$ cat src/cvse_pkg.sv
`default_nettype none
package cvse_pkg;

    localparam int MAX_CORES = 4;
    localparam int CORE_IW   = (MAX_CORES > 1) ? $clog2(MAX_CORES) : 1;

    localparam int QDEPTH = 4;
    localparam int QAW    = $clog2(QDEPTH);
    localparam int QCW    = $clog2(QDEPTH + 1);

    localparam logic       CFG_REV = 1'b0;
    localparam logic       CFG_ACT = 1'b1;

    localparam logic [1:0] REV_NONE  = 2'd0;
    localparam logic [1:0] REV_FIRST = 2'd1;
    localparam logic [1:0] REV_RESET = REV_NONE;
    localparam logic [2:0] ACT_RESET = 3'd4;

    localparam logic [21:0] V1_OFFSET  = 22'd62100;
    localparam logic [26:0] V1_MUL     = 27'd23;
    localparam logic [7:0]  B1_TRUNC   = 8'hF8;
    localparam logic [21:0] B1_MIN     = 22'd350000;
    localparam logic [21:0] B1_MAX     = 22'd650000;
    localparam logic [21:0] B2_MIN     = 22'd700000;
    localparam logic [21:0] B2_MAX     = 22'd1400000;
    localparam logic [21:0] B3_BASE    = 22'd1400000;
    localparam logic [21:0] B3_SET_MIN = 22'd1500000;
    localparam logic [21:0] B3_MAX     = 22'd3300000;
    localparam logic [21:0] BOOT_UV    = 22'd1200000;
    localparam logic [21:0] INIT_UV    = 22'd950000;

    // reciprocals for exact floor division: ceil(2^k / d)
    localparam logic [27:0] RCP_25   = 28'd171798692;
    localparam int          SH_25    = 32;
    localparam logic [22:0] RCP_1250 = 23'd6871948;
    localparam int          SH_1250  = 33;
    localparam logic [21:0] RCP_6250 = 22'd2748780;
    localparam int          SH_6250  = 34;

    localparam logic [1:0] BAND_1 = 2'd1;
    localparam logic [1:0] BAND_2 = 2'd2;
    localparam logic [1:0] BAND_3 = 2'd3;

    typedef enum logic [1:0] {
        OUT_PROGRAMMED,
        OUT_BOOT_KEPT,
        OUT_REV_FAULT,
        OUT_RANGE
    } t_outcome;

    typedef struct packed {
        logic [2:0]  core;
        logic        fail;
        t_outcome    fail_outcome;
        logic        scale;
        logic [26:0] val;
        logic [21:0] diff;
    } t_q_item;

endpackage
`default_nettype wire

$ cat src/cvse_front.sv
`default_nettype none
module cvse_front (
    input  wire logic             i_clk,
    input  wire logic             i_rst_n,
    input  wire logic             i_cfg_we,
    input  wire logic             i_cfg_idx,
    input  wire logic [2:0]       i_cfg_data,
    input  wire logic             i_valid,
    output logic                  o_ready,
    input  wire logic [2:0]       i_core,
    input  wire logic [21:0]      i_vmin,
    input  wire logic [21:0]      i_vmax,
    input  wire logic             i_full,
    output logic                  o_push,
    output cvse_pkg::t_q_item     o_item
);
    import cvse_pkg::*;

    logic [1:0]         r_rev;
    logic [2:0]         r_act;
    logic [21:0]        r_prev [MAX_CORES];
    logic [CORE_IW-1:0] idx;
    logic               tracked;
    logic               accept;
    logic [21:0]        prev;
    logic [21:0]        sub;

    assign o_ready = !i_full;
    assign accept  = i_valid && o_ready;
    assign o_push  = accept;
    assign idx     = CORE_IW'(i_core);
    assign tracked = (i_core < r_act) && (32'(i_core) < 32'(MAX_CORES));
    assign prev    = r_prev[idx];
    assign sub     = i_vmin - V1_OFFSET;

    always_comb begin
        o_item              = '0;
        o_item.core         = i_core;
        o_item.fail_outcome = OUT_PROGRAMMED;
        o_item.diff         = (tracked && (i_vmin > prev)) ? (i_vmin - prev) : 22'd0;
        case (r_rev)
            REV_NONE: begin
                o_item.fail = 1'b1;
                if ((i_vmin <= BOOT_UV) && (i_vmax >= BOOT_UV)) begin
                    o_item.fail_outcome = OUT_BOOT_KEPT;
                end else begin
                    o_item.fail_outcome = OUT_REV_FAULT;
                end
            end
            REV_FIRST: begin
                if (i_vmin < V1_OFFSET) begin
                    o_item.fail         = 1'b1;
                    o_item.fail_outcome = OUT_RANGE;
                end else begin
                    o_item.scale = 1'b1;
                    o_item.val   = 27'(sub) * V1_MUL;
                end
            end
            default: begin
                o_item.val = 27'(i_vmin);
            end
        endcase
    end

    always_ff @(posedge i_clk) begin
        if (!i_rst_n) begin
            r_rev <= REV_RESET;
            r_act <= ACT_RESET;
            for (int i = 0; i < MAX_CORES; i++) begin
                r_prev[i] <= INIT_UV;
            end
        end else begin
            if (i_cfg_we) begin
                case (i_cfg_idx)
                    CFG_REV: r_rev <= i_cfg_data[1:0];
                    CFG_ACT: r_act <= i_cfg_data;
                    default: ;
                endcase
            end
            if (accept && tracked) begin
                r_prev[idx] <= i_vmin;
            end
        end
    end

    a_track_update: assert property (@(posedge i_clk) disable iff (!i_rst_n)
        (accept && tracked) |=> (r_prev[$past(idx)] == $past(i_vmin)))
        else $error("tracked entry not updated");

endmodule
`default_nettype wire

$ cat config.mk
export PLATFORM = sky130hd
export DESIGN_NAME = cvse_front
export DESIGN_NICKNAME = d
export VERILOG_FILES = /design/src/cvse_pkg.sv /design/src/cvse_front.sv
export SDC_FILE = /design/constraint.sdc
export NUM_CORES = 1
export LEC_CHECK = 0
export BUFFER_PORTS_ARGS = -buffer_cell sky130_fd_sc_hd__buf_2
export CAP_MARGIN = 20
export CORE_ASPECT_RATIO = 1.4
export CORE_MARGIN = 3
export CORE_UTILIZATION = 40
export CTS_CLUSTER_SIZE = 16
export DETAILED_ROUTE_END_ITERATION = 6
export GPL_TIMING_DRIVEN = 0
export HOLD_SLACK_MARGIN = 0.02
export PLACE_DENSITY_LB_ADDON = 0.12
export SLEW_MARGIN = 40
export SYNTH_ARGS = -nofsm -noshare
export SYNTH_HDL_FRONTEND = slang
export SYNTH_SLANG_ARGS = --single-unit
$ cat constraint.sdc
create_clock -name i_clk -period 8.8 [get_ports i_clk]
set_input_delay 1.76 -clock i_clk [delete_from_list [all_inputs] [get_ports i_clk]]
set_output_delay 1.76 -clock i_clk [all_outputs]
set_load 0.03 [all_outputs]
==> impl_summary.txt <==
----------------------------------------------------
[Run status]
  Status ... finished, final reports clean

[Synth]
  Most common flop cell mapped by yosys ... edfxtp_1
  Synthesized netlist net count ... 1121
  Number of storage elements in the synthesis netlist ... 93
  Post-Syn Area ... 9005 sq um
  Leading post-synthesis cells by cell area ... edfxtp_1 29%, ha_1 12%, fa_1 7.3%
  Average footprint of a synthesized cell ... 9.489 sq um
  Number of enable-type register cells in the synthesized netlist ... 88
  Proportion of netlist area held by the largest area contributor ... 29.35%
  Count of distinct cell types in the synthesized netlist ... 67
  Post-synthesis sequential area ratio ... 30.46%
  Library cell occupying the most area in the post-synthesis netlist ... edfxtp_1
  Yosys warning total ... 0
  Number of standard cells after synthesis ... 949
  Post-synthesis async set-or-reset flop share ... 0%

[Die]
  Effective utilization at floorplan ... 40.89%
  Area enclosed by the die boundary ... 24370 sq um
  I/O pin count ... 114
  Die height ... 183.5 um
  Core area ... 22020 sq um
  Standard-cell row count ... 64
  Horizontal extent of the die ... 132.8 um

[Timing]
  Min Clock Period, post-route ... 8.432 ns
  Fmax ... 118.6 MHz
  Count of final hold-check violations ... 0
  Slew Limit Headroom ... 45.58%
  Period utilization ... 95.82%
  Slew Limit Fails ... 0
  Setup violations, final ... 0
  Setup repair after global routing missed its margin ... false
  Max Clock Skew ... 0.004520 ns
  Slew at the pin with the worst max-slew slack ... 0.8163 ns

[Global route]
  GRT met1 Usage ... 23.02%
  GRT Overall Usage ... 19.34%
  Pin count of the biggest net entering global routing ... 23
  Busiest metal layer after global routing ... met2
  Wire length of the first global-routing pass ... 37.58 mm
  Initial antenna violation count ... 0
  Remaining global-route overflow ... 0
  Met2 Use GR ... 36.41%
  Vias in the first global route ... 7198
  Met3 usage in global routing ... 1.506%

[Setup path]
  Critical Path Sink Type ... primary output
  Worst Path Arrival ... 6.67 ns
  Largest driver fanout on the critical path ... 9
  Worst Path Class, Setup ... primary input to primary output
  Critical Path Source Type ... primary input
  Critical path data required time ... 7.04 ns

[Drt]
  Routed wire length per instance ... 17.13 um
  First drt pass iteration count ... 5
  Drt initial violations ... 265
  DRT antenna net count ... 0
  Post-route DRC ... 0
  Overall via count from detail_route ... 7020
  Via density ... 5.135
  Total wire length after detailed routing ... 23.41 mm

[Final layout]
  Final net count ... 1237
  Post-route design area ... 10230 sq um
  Growth of design area from synthesis to finish ... 13.63%
  Share of post-route cells with drive strength above 1 ... 16.92%
  Antenna Cells ... 0

[Job]
  Number of max-capacitance violations reported ... 0

[Placement]
  Number of I/O port buffers ... 106
  Cell area reported after detailed placement ... 9922 sq um
  Half-perimeter wire length of the detailed placement result ... 18.95 mm
  Final RePlAce weighted congestion ... 0.8730

[CTS]
  Number of H-tree levels ... 3
  Number of hold-repair buffers added at the cts stage ... 0
  Clock Path Buffers ... 2
  Clock latency of the later-clocked register in the worst-skew pair ... 0.33 ns
  CTS tree ... yes
  Cts bufs inserted ... 9
  Clock transition time at the flip-flop clock pins of the worst setup and hold paths ... 0.06 ns
  Root Buffer Master ... clkbuf_16
  Total clock sinks ... 93

[Worst hold path]
  Worst min-delay path category ... flip-flop to flip-flop

[Pwr]
  Power per Cell Area ... 213.2 nW/um^2
  Total power ... 2.182 mW
  Worst IR Drop VDD ... 0.1866 mV
  Leak Pwr ... 4.487 nW

----------------------------------------------------
final timing paths:
check        startpoint            end  slack, ns  cells after the start
max           i_vmin[2]     o_item[43]       0.37                     19
min            r_act[1]       r_act[1]       0.46                      2
max reg2reg    r_act[1]  r_prev[2][18]       5.04                      9
min reg2reg    r_act[1]       r_act[1]       0.46                      2
flip-flops by register name, summed over array words and instances, names as in the netlist:
signal / count
r_act: 3
r_rev: 2
r_prev: 88
final cells by class:
class | count | area, sq um
clock inverters | 6 | 53.80
well taps | 297 | 371.6
fillers | 2162 | 11790
clock buffers | 10 | 229.0
plain buffers | 43 | 192.7
repair buffers | 107 | 538.0
multi-input cells | 685 | 5632
flip-flops and latches | 93 | 2743
inverters | 126 | 473.0
synth_stat cells, types with 8 or more instances:
cell	instances
a21o_1	26
a21oi_1	42
and2_1	33
and3_1	8
clkbuf_1	35
edfxtp_1	88
fa_1	33
ha_1	83
inv_1	124
mux4_2	22
nand2_1	67
nand2b_1	55
nand3_1	18
nand4_1	8
nor2_1	54
nor2b_1	10
nor4_1	8
o211ai_1	9
o21ai_0	43
xnor2_1	35
xor2_1	31
cells in the final DEF (no fill, tap or decap), types with 22 or more instances in the layout:
| cell type | instances |
|---|---|
| a21o_1 | 26 |
| fa_1 | 33 |
| nand2_1 | 66 |
| a21oi_1 | 41 |
| inv_1 | 124 |
| edfxtp_1 | 88 |
| and2_1 | 33 |
| clkbuf_1 | 34 |
| nand2b_1 | 52 |
| ha_1 | 83 |
| xnor2_1 | 35 |
| buf_2 | 109 |
| xor2_1 | 30 |
| mux4_2 | 22 |
| o21ai_0 | 40 |
| nor2_1 | 54 |
critical path: stages:
cell and delay (ns):
buf_2 0.14, inv_1 0.27, ha_1 0.29, inv_1 0.05, a21oi_1 0.23, xor2_2 0.31, ha_1 0.29, inv_1 0.07
fa_1 0.43, fa_1 0.53, inv_1 0.04, ha_1 0.36, a21o_1 0.21, o21ai_0 0.45, o21ai_0 0.19, a221o_1 0.39
and4b_1 0.22, a211o_1 0.24, buf_2 0.18
kinds of logic after synthesis:
kind of cell	Yosys count	synth area share, %
adders and majority gates	116	18.87
buffers and inverters	171	7.462
AOI/OAI and AO/OA	180	13.26
xor gates and xnor gates	67	6.600
and+or+nand+nor	297	17.51
DFF	93	30.46
muxes	25	5.850
per-layer routing:
layer / share of wire (%) / vias to the layer above
met4: 2.5 / 0
met2: 53 / 137
met3: 2.4 / 29
li1: - / 3512
met1: 42 / 3342
met5: 0 / -
power breakdown:
part	internal [mW]	switching (mW)	leakage, nW
clock network	0.217	0.156	0.143
logic	0.526	0.786	3.55
registers	0.494	0.00315	0.792
total	1.24	0.945	4.49
what timing repair did:
item / 4_1_cts / 5_1_grt
gates cloned: 0 / 0
pin swaps: 0 / 1
gates resized for setup: 1 / 6
endpoints found under the setup margin: 5 / 9
setup buffers: 0 / 1
through the flow:
stage / cells / util, % / setup slack, ns / setup TNS [ns] / hold WS (ns)
4_1_cts: 1368 / 46.34 / 0.02545 / 0 / 0.4674
5_1_grt: 1367 / 46.47 / 0.01358 / 0 / 0.4855
3_5_place_dp: 1352 / 45.06 / -0.1264 / -0.2927 / 0.4588
2_1_floorplan: 949 / - / 0.5717 / 0 / 0.4405
6_report: 1367 / 46.47 / 0.3680 / 0 / 0.4635
3_3_place_gp: 1352 / 44.99 / -0.1636 / -0.3794 / 0.4529
(Power assumes the default switching activity.)
