[src/cvse_pkg.sv]
`default_nettype none
package cvse_pkg;

    localparam int MAX_CORES = 4;
    localparam int CORE_IW   = (MAX_CORES > 1) ? $clog2(MAX_CORES) : 1;

    localparam int QDEPTH = 4;
    localparam int QAW    = $clog2(QDEPTH);
    localparam int QCW    = $clog2(QDEPTH + 1);

    localparam logic       CFG_REV = 1'b0;
    localparam logic       CFG_ACT = 1'b1;

    localparam logic [1:0] REV_NONE  = 2'd0;
    localparam logic [1:0] REV_FIRST = 2'd1;
    localparam logic [1:0] REV_RESET = REV_NONE;
    localparam logic [2:0] ACT_RESET = 3'd4;

    localparam logic [21:0] V1_OFFSET  = 22'd62100;
    localparam logic [26:0] V1_MUL     = 27'd23;
    localparam logic [7:0]  B1_TRUNC   = 8'hF8;
    localparam logic [21:0] B1_MIN     = 22'd350000;
    localparam logic [21:0] B1_MAX     = 22'd650000;
    localparam logic [21:0] B2_MIN     = 22'd700000;
    localparam logic [21:0] B2_MAX     = 22'd1400000;
    localparam logic [21:0] B3_BASE    = 22'd1400000;
    localparam logic [21:0] B3_SET_MIN = 22'd1500000;
    localparam logic [21:0] B3_MAX     = 22'd3300000;
    localparam logic [21:0] BOOT_UV    = 22'd1200000;
    localparam logic [21:0] INIT_UV    = 22'd950000;

    // reciprocals for exact floor division: ceil(2^k / d)
    localparam logic [27:0] RCP_25   = 28'd171798692;
    localparam int          SH_25    = 32;
    localparam logic [22:0] RCP_1250 = 23'd6871948;
    localparam int          SH_1250  = 33;
    localparam logic [21:0] RCP_6250 = 22'd2748780;
    localparam int          SH_6250  = 34;

    localparam logic [1:0] BAND_1 = 2'd1;
    localparam logic [1:0] BAND_2 = 2'd2;
    localparam logic [1:0] BAND_3 = 2'd3;

    typedef enum logic [1:0] {
        OUT_PROGRAMMED,
        OUT_BOOT_KEPT,
        OUT_REV_FAULT,
        OUT_RANGE
    } t_outcome;

    typedef struct packed {
        logic [2:0]  core;
        logic        fail;
        t_outcome    fail_outcome;
        logic        scale;
        logic [26:0] val;
        logic [21:0] diff;
    } t_q_item;

endpackage
`default_nettype wire

[src/cvse_queue.sv]
`default_nettype none
module cvse_queue (
    input  wire logic              i_clk,
    input  wire logic              i_rst_n,
    input  wire logic              i_push,
    input  wire cvse_pkg::t_q_item i_item,
    output logic                   o_full,
    input  wire logic              i_pop,
    output logic                   o_valid,
    output cvse_pkg::t_q_item      o_item
);
    import cvse_pkg::*;

    t_q_item        r_mem [QDEPTH];
    logic [QAW-1:0] r_wr;
    logic [QAW-1:0] r_rd;
    logic [QCW-1:0] r_count;

    assign o_full  = (r_count == QCW'(QDEPTH));
    assign o_valid = (r_count != '0);
    assign o_item  = r_mem[r_rd];

    always_ff @(posedge i_clk) begin
        if (i_push) begin
            r_mem[r_wr] <= i_item;
        end
    end

    always_ff @(posedge i_clk) begin
        if (!i_rst_n) begin
            r_wr    <= '0;
            r_rd    <= '0;
            r_count <= '0;
        end else begin
            if (i_push) begin
                r_wr <= r_wr + QAW'(1);
            end
            if (i_pop) begin
                r_rd <= r_rd + QAW'(1);
            end
            case ({i_push, i_pop})
                2'b10:   r_count <= r_count + QCW'(1);
                2'b01:   r_count <= r_count - QCW'(1);
                default: r_count <= r_count;
            endcase
        end
    end

    a_count_bound: assert property (@(posedge i_clk) disable iff (!i_rst_n)
        r_count <= QCW'(QDEPTH))
        else $error("queue count over depth");

    a_no_overflow: assert property (@(posedge i_clk) disable iff (!i_rst_n)
        i_push |-> !o_full)
        else $error("push into full queue");

    a_no_underflow: assert property (@(posedge i_clk) disable iff (!i_rst_n)
        i_pop |-> o_valid)
        else $error("pop from empty queue");

endmodule
`default_nettype wire

[config.mk]
export PLATFORM = sky130hd
export DESIGN_NAME = cvse_queue
export DESIGN_NICKNAME = d
export VERILOG_FILES = /design/src/cvse_pkg.sv /design/src/cvse_queue.sv
export SDC_FILE = /design/constraint.sdc
export NUM_CORES = 1
export LEC_CHECK = 0
export BUFFER_PORTS_ARGS = -buffer_cell sky130_fd_sc_hd__buf_4
export CAP_MARGIN = 20
export CORE_MARGIN = 5
export CORE_UTILIZATION = 55
export CTS_CLUSTER_SIZE = 24
export DETAILED_ROUTE_END_ITERATION = 10
export PLACE_DENSITY = 0.77
export REMOVE_ABC_BUFFERS = 1
export SLEW_MARGIN = 25
export SYNTH_ARGS = -nofsm -noshare
export SYNTH_HDL_FRONTEND = slang
export SYNTH_SLANG_ARGS = --single-unit
[constraint.sdc]
create_clock -name i_clk -period 2.7 [get_ports i_clk]
set_input_delay 0.27 -clock i_clk [delete_from_list [all_inputs] [get_ports i_clk]]
set_output_delay 0.27 -clock i_clk [all_outputs]
set_load 0.05 [all_outputs]
==> flow_results.org <==
** STA
- Max transition margin :: 0.591
- Setup violations remaining at the end of the flow were counted as 0.
- The number of failing hold endpoints at the final stage is 0.
- Setup repair after global routing left no endpoint under its margin.
- Tmin final :: 2430 ps
- In the finished design, the share of the clock period the worst path needs comes to 0.900.
- Maximum clock frequency :: 0.412 GHz
- Slew of the pin with the lowest slew margin :: 614 ps
- Across the routed clock network, the largest skew measured is 13.8 ps.
- Number of max-slew violations in the final report :: 0

** Detailed routing
- Total DRC errors in the routed layout :: 0
- Mean number of vias per cell :: around 5.3
- Detailed-route via count :: 4045
- Number of nets with antenna violations after detailed routing :: 0
- First-pass iteration count of the detailed router :: 4
- First DRT Iteration DRCs :: 230
- For this block, the routed nets add up to 15200 um of wire.
- Average routed wire per standard cell :: 20.0 um

** Placed design
- The wire-length estimate of the detail-placed layout is 9260 um.
- Final weighted congestion in routability-driven placement :: 0.723
- The placed instances occupy a cell area of 0.00971 mm2.
- Number of buffers added on ports :: 117

** Clock network
- TritonCTS built the clock tree.
- Clock latency reported for the late side of the worst-skew pair :: 490 ps
- Number of H-tree levels :: 1
- Once the clock tree was built, the setup fixing pass inserted 0 buffers.
- Clock-pin slew was measured on the worst setup and hold paths at about 60 ps.
- Buffer cell driving the clock tree root :: sky130_fd_sc_hd__clkbuf_16
- Total of hold buffers inserted after clock tree synthesis :: 56
- Num CTS Buffers :: 23
- After clock tree synthesis, the repair step resized 0 gates.
- Total clock sinks :: 233
- CTS max path bufs :: 3

** Yosys
- After synthesis the cells add up to 0.00856 mm2.
- EDFF count, synth :: 224
- Top_reg_cell synth :: sky130_fd_sc_hd__edfxtp_1
- Share of the synthesized area in the top cell type :: 0.786
- Cell accounting for the most synthesized area :: sky130_fd_sc_hd__edfxtp_1
- Of the synthesized area, sequential elements account for 0.807.
- Of all flip-flops after synthesis, the portion carrying an async set or reset was 0.
- Mean instance size in the synthesized netlist :: 25.6 um2
- Top cells by instance count after synthesis :: 224 x sky130_fd_sc_hd__edfxtp_1, 56 x sky130_fd_sc_hd__mux4_2, 9 x sky130_fd_sc_hd__and2_1, 9 x sky130_fd_sc_hd__dfxtp_1
- In the synthesized netlist, the number of instances is 334.
- After synthesis the netlist holds a flip-flop and latch count of 233.
- In this run, distinct cell masters in the synthesized netlist total 21.
- In the post-synthesis netlist, the biggest area contributors are sky130_fd_sc_hd__edfxtp_1 79%, sky130_fd_sc_hd__mux4_2 15%, sky130_fd_sc_hd__dfxtp_1 2.1%.
- Most frequent cell after synthesis :: sky130_fd_sc_hd__edfxtp_1
- For this run, the number of Yosys warnings is 0.

** Min path
- Class of the tightest hold or removal check :: input port to flip-flop
- Along the worst hold path, the cell count comes to 2.
- End point of the most critical hold path :: r_count[0]
- Hold Crit Start :: i_rst_n

** Critical path
- For flop-to-flop paths, the worst setup slack is 960 ps.
- Worst reg2reg endpoint :: r_mem[3][46]
- Data arrives at the worst endpoint at 2160 ps.
- Counting cells, the worst reg-to-reg path comes to 3.
- The worst setup path is of the flip-flop to output port kind.
- Endpoint class of the critical path :: output port
- The worst setup path is launched from a flip-flop.
- In this run the worst path has a maximum fanout of 20.
- For the worst setup path, the data required time is 2430 ps.
- The worst register-to-register path begins at r_wr[0].

** Cells and area
- After the last flow step, the layout net total stands at 598.
- In the final layout, the share of cells above drive strength 1 is 0.404.
- After filler insertion, the fill cell instance count of the layout stands at 893.
- Final non-filler cell area :: 0.0110 mm2
- At the end of the flow the core is filled with cells to 0.721.
- Layout overhead on the synthesized area :: 28.5%

** Floorplanning
- between 100 and 150 I/O pins were placed.
- Cell row count :: 45
- Core area :: between 0.015 and 0.02 mm2
- Vertical die dimension :: 135 um
- The die covers 0.0182 mm2.
- Measured along the x axis, the die boundary spans between 100 and 150 um.
- The initial utilization of the core area, before any placement, comes to 0.561.

** Power
- The analysis attributes to net switching a power of 2.11 mW.
- Int Pwr :: 6.47 mW
- Reg power frac :: 0.491
- Power per Cell Area :: 780 mW/mm2
- VDD IR-drop max :: 598 uV
- Static leakage :: about 3.8 nW
- Switching power as a share of total power :: 0.246
- Proportion of power drawn by the clock network :: 0.353
- Power share of the combinational group :: 0.156

** Outcome
- The flow ran to the end, and the final reports show no timing, DRC or antenna violations.

** Global routing
- The via count of the first global-routing pass is 4499.
- Summed over all layers, the global routing overflow is 0.
- Initial antenna violation count :: 1
- The first global-routing pass estimated 24200 um of wire.
- Entering global routing, the biggest net connects between 40 and 50 pins.
- For this run, the total global-route usage over all layers was measured as 0.173.

** Job
- The tool flagged a number of max-cap violations equal to 0.
## metal layers
metal | vias to the layer above | track usage | routed length [um]
met5 | - | 0 | 0
met4 | 0 | 0.0328 | 192
met3 | 20 | 0.0410 | 937
met2 | 133 | 0.298 | 7830
met1 | 2076 | 0.229 | 6250
li1 | 1816 | - | -
## stage by stage
| stage | power, mW | std cells | hold WS, ps | setup TNS, ps | worst slack [ps] |
|---|---|---|---|---|---|
| after global placement | 5.55 | 662 | 468 | 0 | 736 |
| after floorplan | 5.14 | 322 | 369 | -44300 | -791 |
| final | 8.57 | 762 | 44.5 | 0 | 271 |
| after detailed placement | 5.58 | 662 | 472 | 0 | 732 |
| after global routing | 8.91 | 761 | 37.6 | 0 | 108 |
| after CTS | 8.66 | 760 | 26.4 | 0 | 204 |
## cell families (layout without fill, tap and decap cells)
family	count (synthesis)	in the layout	share of synthesized area
flops	233	233	0.807
xor+xnor	5	5	0.00512
fa+ha+maj	6	6	0.00965
simple gates	15	15	0.0108
buf+inv	15	230	0.0162
other cells	0	2	0
mux	58	58	0.150
compound gates	2	2	0.00146
## layout by cell type (no fill, tap or decap)
master / instances
sky130_fd_sc_hd__nor2b_1: 2
sky130_fd_sc_hd__fa_1: 1
sky130_fd_sc_hd__mux4_2: 56
sky130_fd_sc_hd__clkbuf_1: 9
sky130_fd_sc_hd__dfxtp_2: 1
sky130_fd_sc_hd__edfxtp_1: 224
sky130_fd_sc_hd__xor2_1: 2
sky130_fd_sc_hd__o21ai_0: 1
sky130_fd_sc_hd__clkbuf_8: 1
sky130_fd_sc_hd__ha_1: 5
sky130_fd_sc_hd__clkinv_4: 1
sky130_fd_sc_hd__clkinv_1: 2
sky130_fd_sc_hd__inv_1: 3
sky130_fd_sc_hd__buf_12: 3
sky130_fd_sc_hd__inv_6: 1
sky130_fd_sc_hd__diode_2: 2
sky130_fd_sc_hd__and2_2: 4
sky130_fd_sc_hd__xnor2_1: 3
sky130_fd_sc_hd__mux2i_1: 2
sky130_fd_sc_hd__clkinv_2: 3
sky130_fd_sc_hd__nor3b_1: 1
sky130_fd_sc_hd__and2_1: 5
sky130_fd_sc_hd__clkbuf_16: 23
sky130_fd_sc_hd__buf_4: 126
sky130_fd_sc_hd__dfxtp_1: 7
sky130_fd_sc_hd__bufinv_16: 2
sky130_fd_sc_hd__or3_1: 2
sky130_fd_sc_hd__a21boi_0: 1
sky130_fd_sc_hd__dlygate4sd3_1: 56
sky130_fd_sc_hd__dfxtp_4: 1
sky130_fd_sc_hd__nand2_1: 1
## worst max path at each step
stage               from    endpoint  depth (start not counted)
6_report       flip-flop  o_item[19]                          3
5_1_grt        flip-flop  o_item[55]                          3
4_1_cts        flip-flop  o_item[48]                          3
3_5_place_dp   flip-flop  o_item[48]                          3
3_3_place_gp   flip-flop  o_item[34]                          3
2_1_floorplan  flip-flop   o_item[0]                          1
## power by group through the flow
| stage | combinational, mW | clock, mW | sequential, mW |
|---|---|---|---|
| global route | 1.41 | 3.27 | 4.23 |
| CTS | 1.36 | 3.09 | 4.22 |
| detailed placement | 1.29 | 0 | 4.29 |
| finish | 1.34 | 3.02 | 4.21 |
| floorplan | 0.824 | 0 | 4.32 |
| global placement | 1.27 | 0 | 4.28 |
## area by class of cell
cell class,count,area (um2),share of cell area
timing repair buffer,185,1570,0.142
antenna,2,5.00,0.000455
clock inverter,9,100,0.00910
multi-input combinational,86,1520,0.138
sequential,233,6910,0.628
inverter,3,11.3,0.00102
clock buffer,33,623,0.0566
tap,211,264,0.0240
## sequential cells by signal, indices dropped and copies added, names as in the netlist, named ones only
signal	cells
r_rd	2
r_wr	2
r_mem	224
r_count	3
## worst max-delay path, stage by stage (launching register included)
cell and delay, ps:
sky130_fd_sc_hd__dfxtp_4 610, sky130_fd_sc_hd__buf_12 260, sky130_fd_sc_hd__mux4_2 570, sky130_fd_sc_hd__buf_4 220
(Power assumes the default switching activity.)
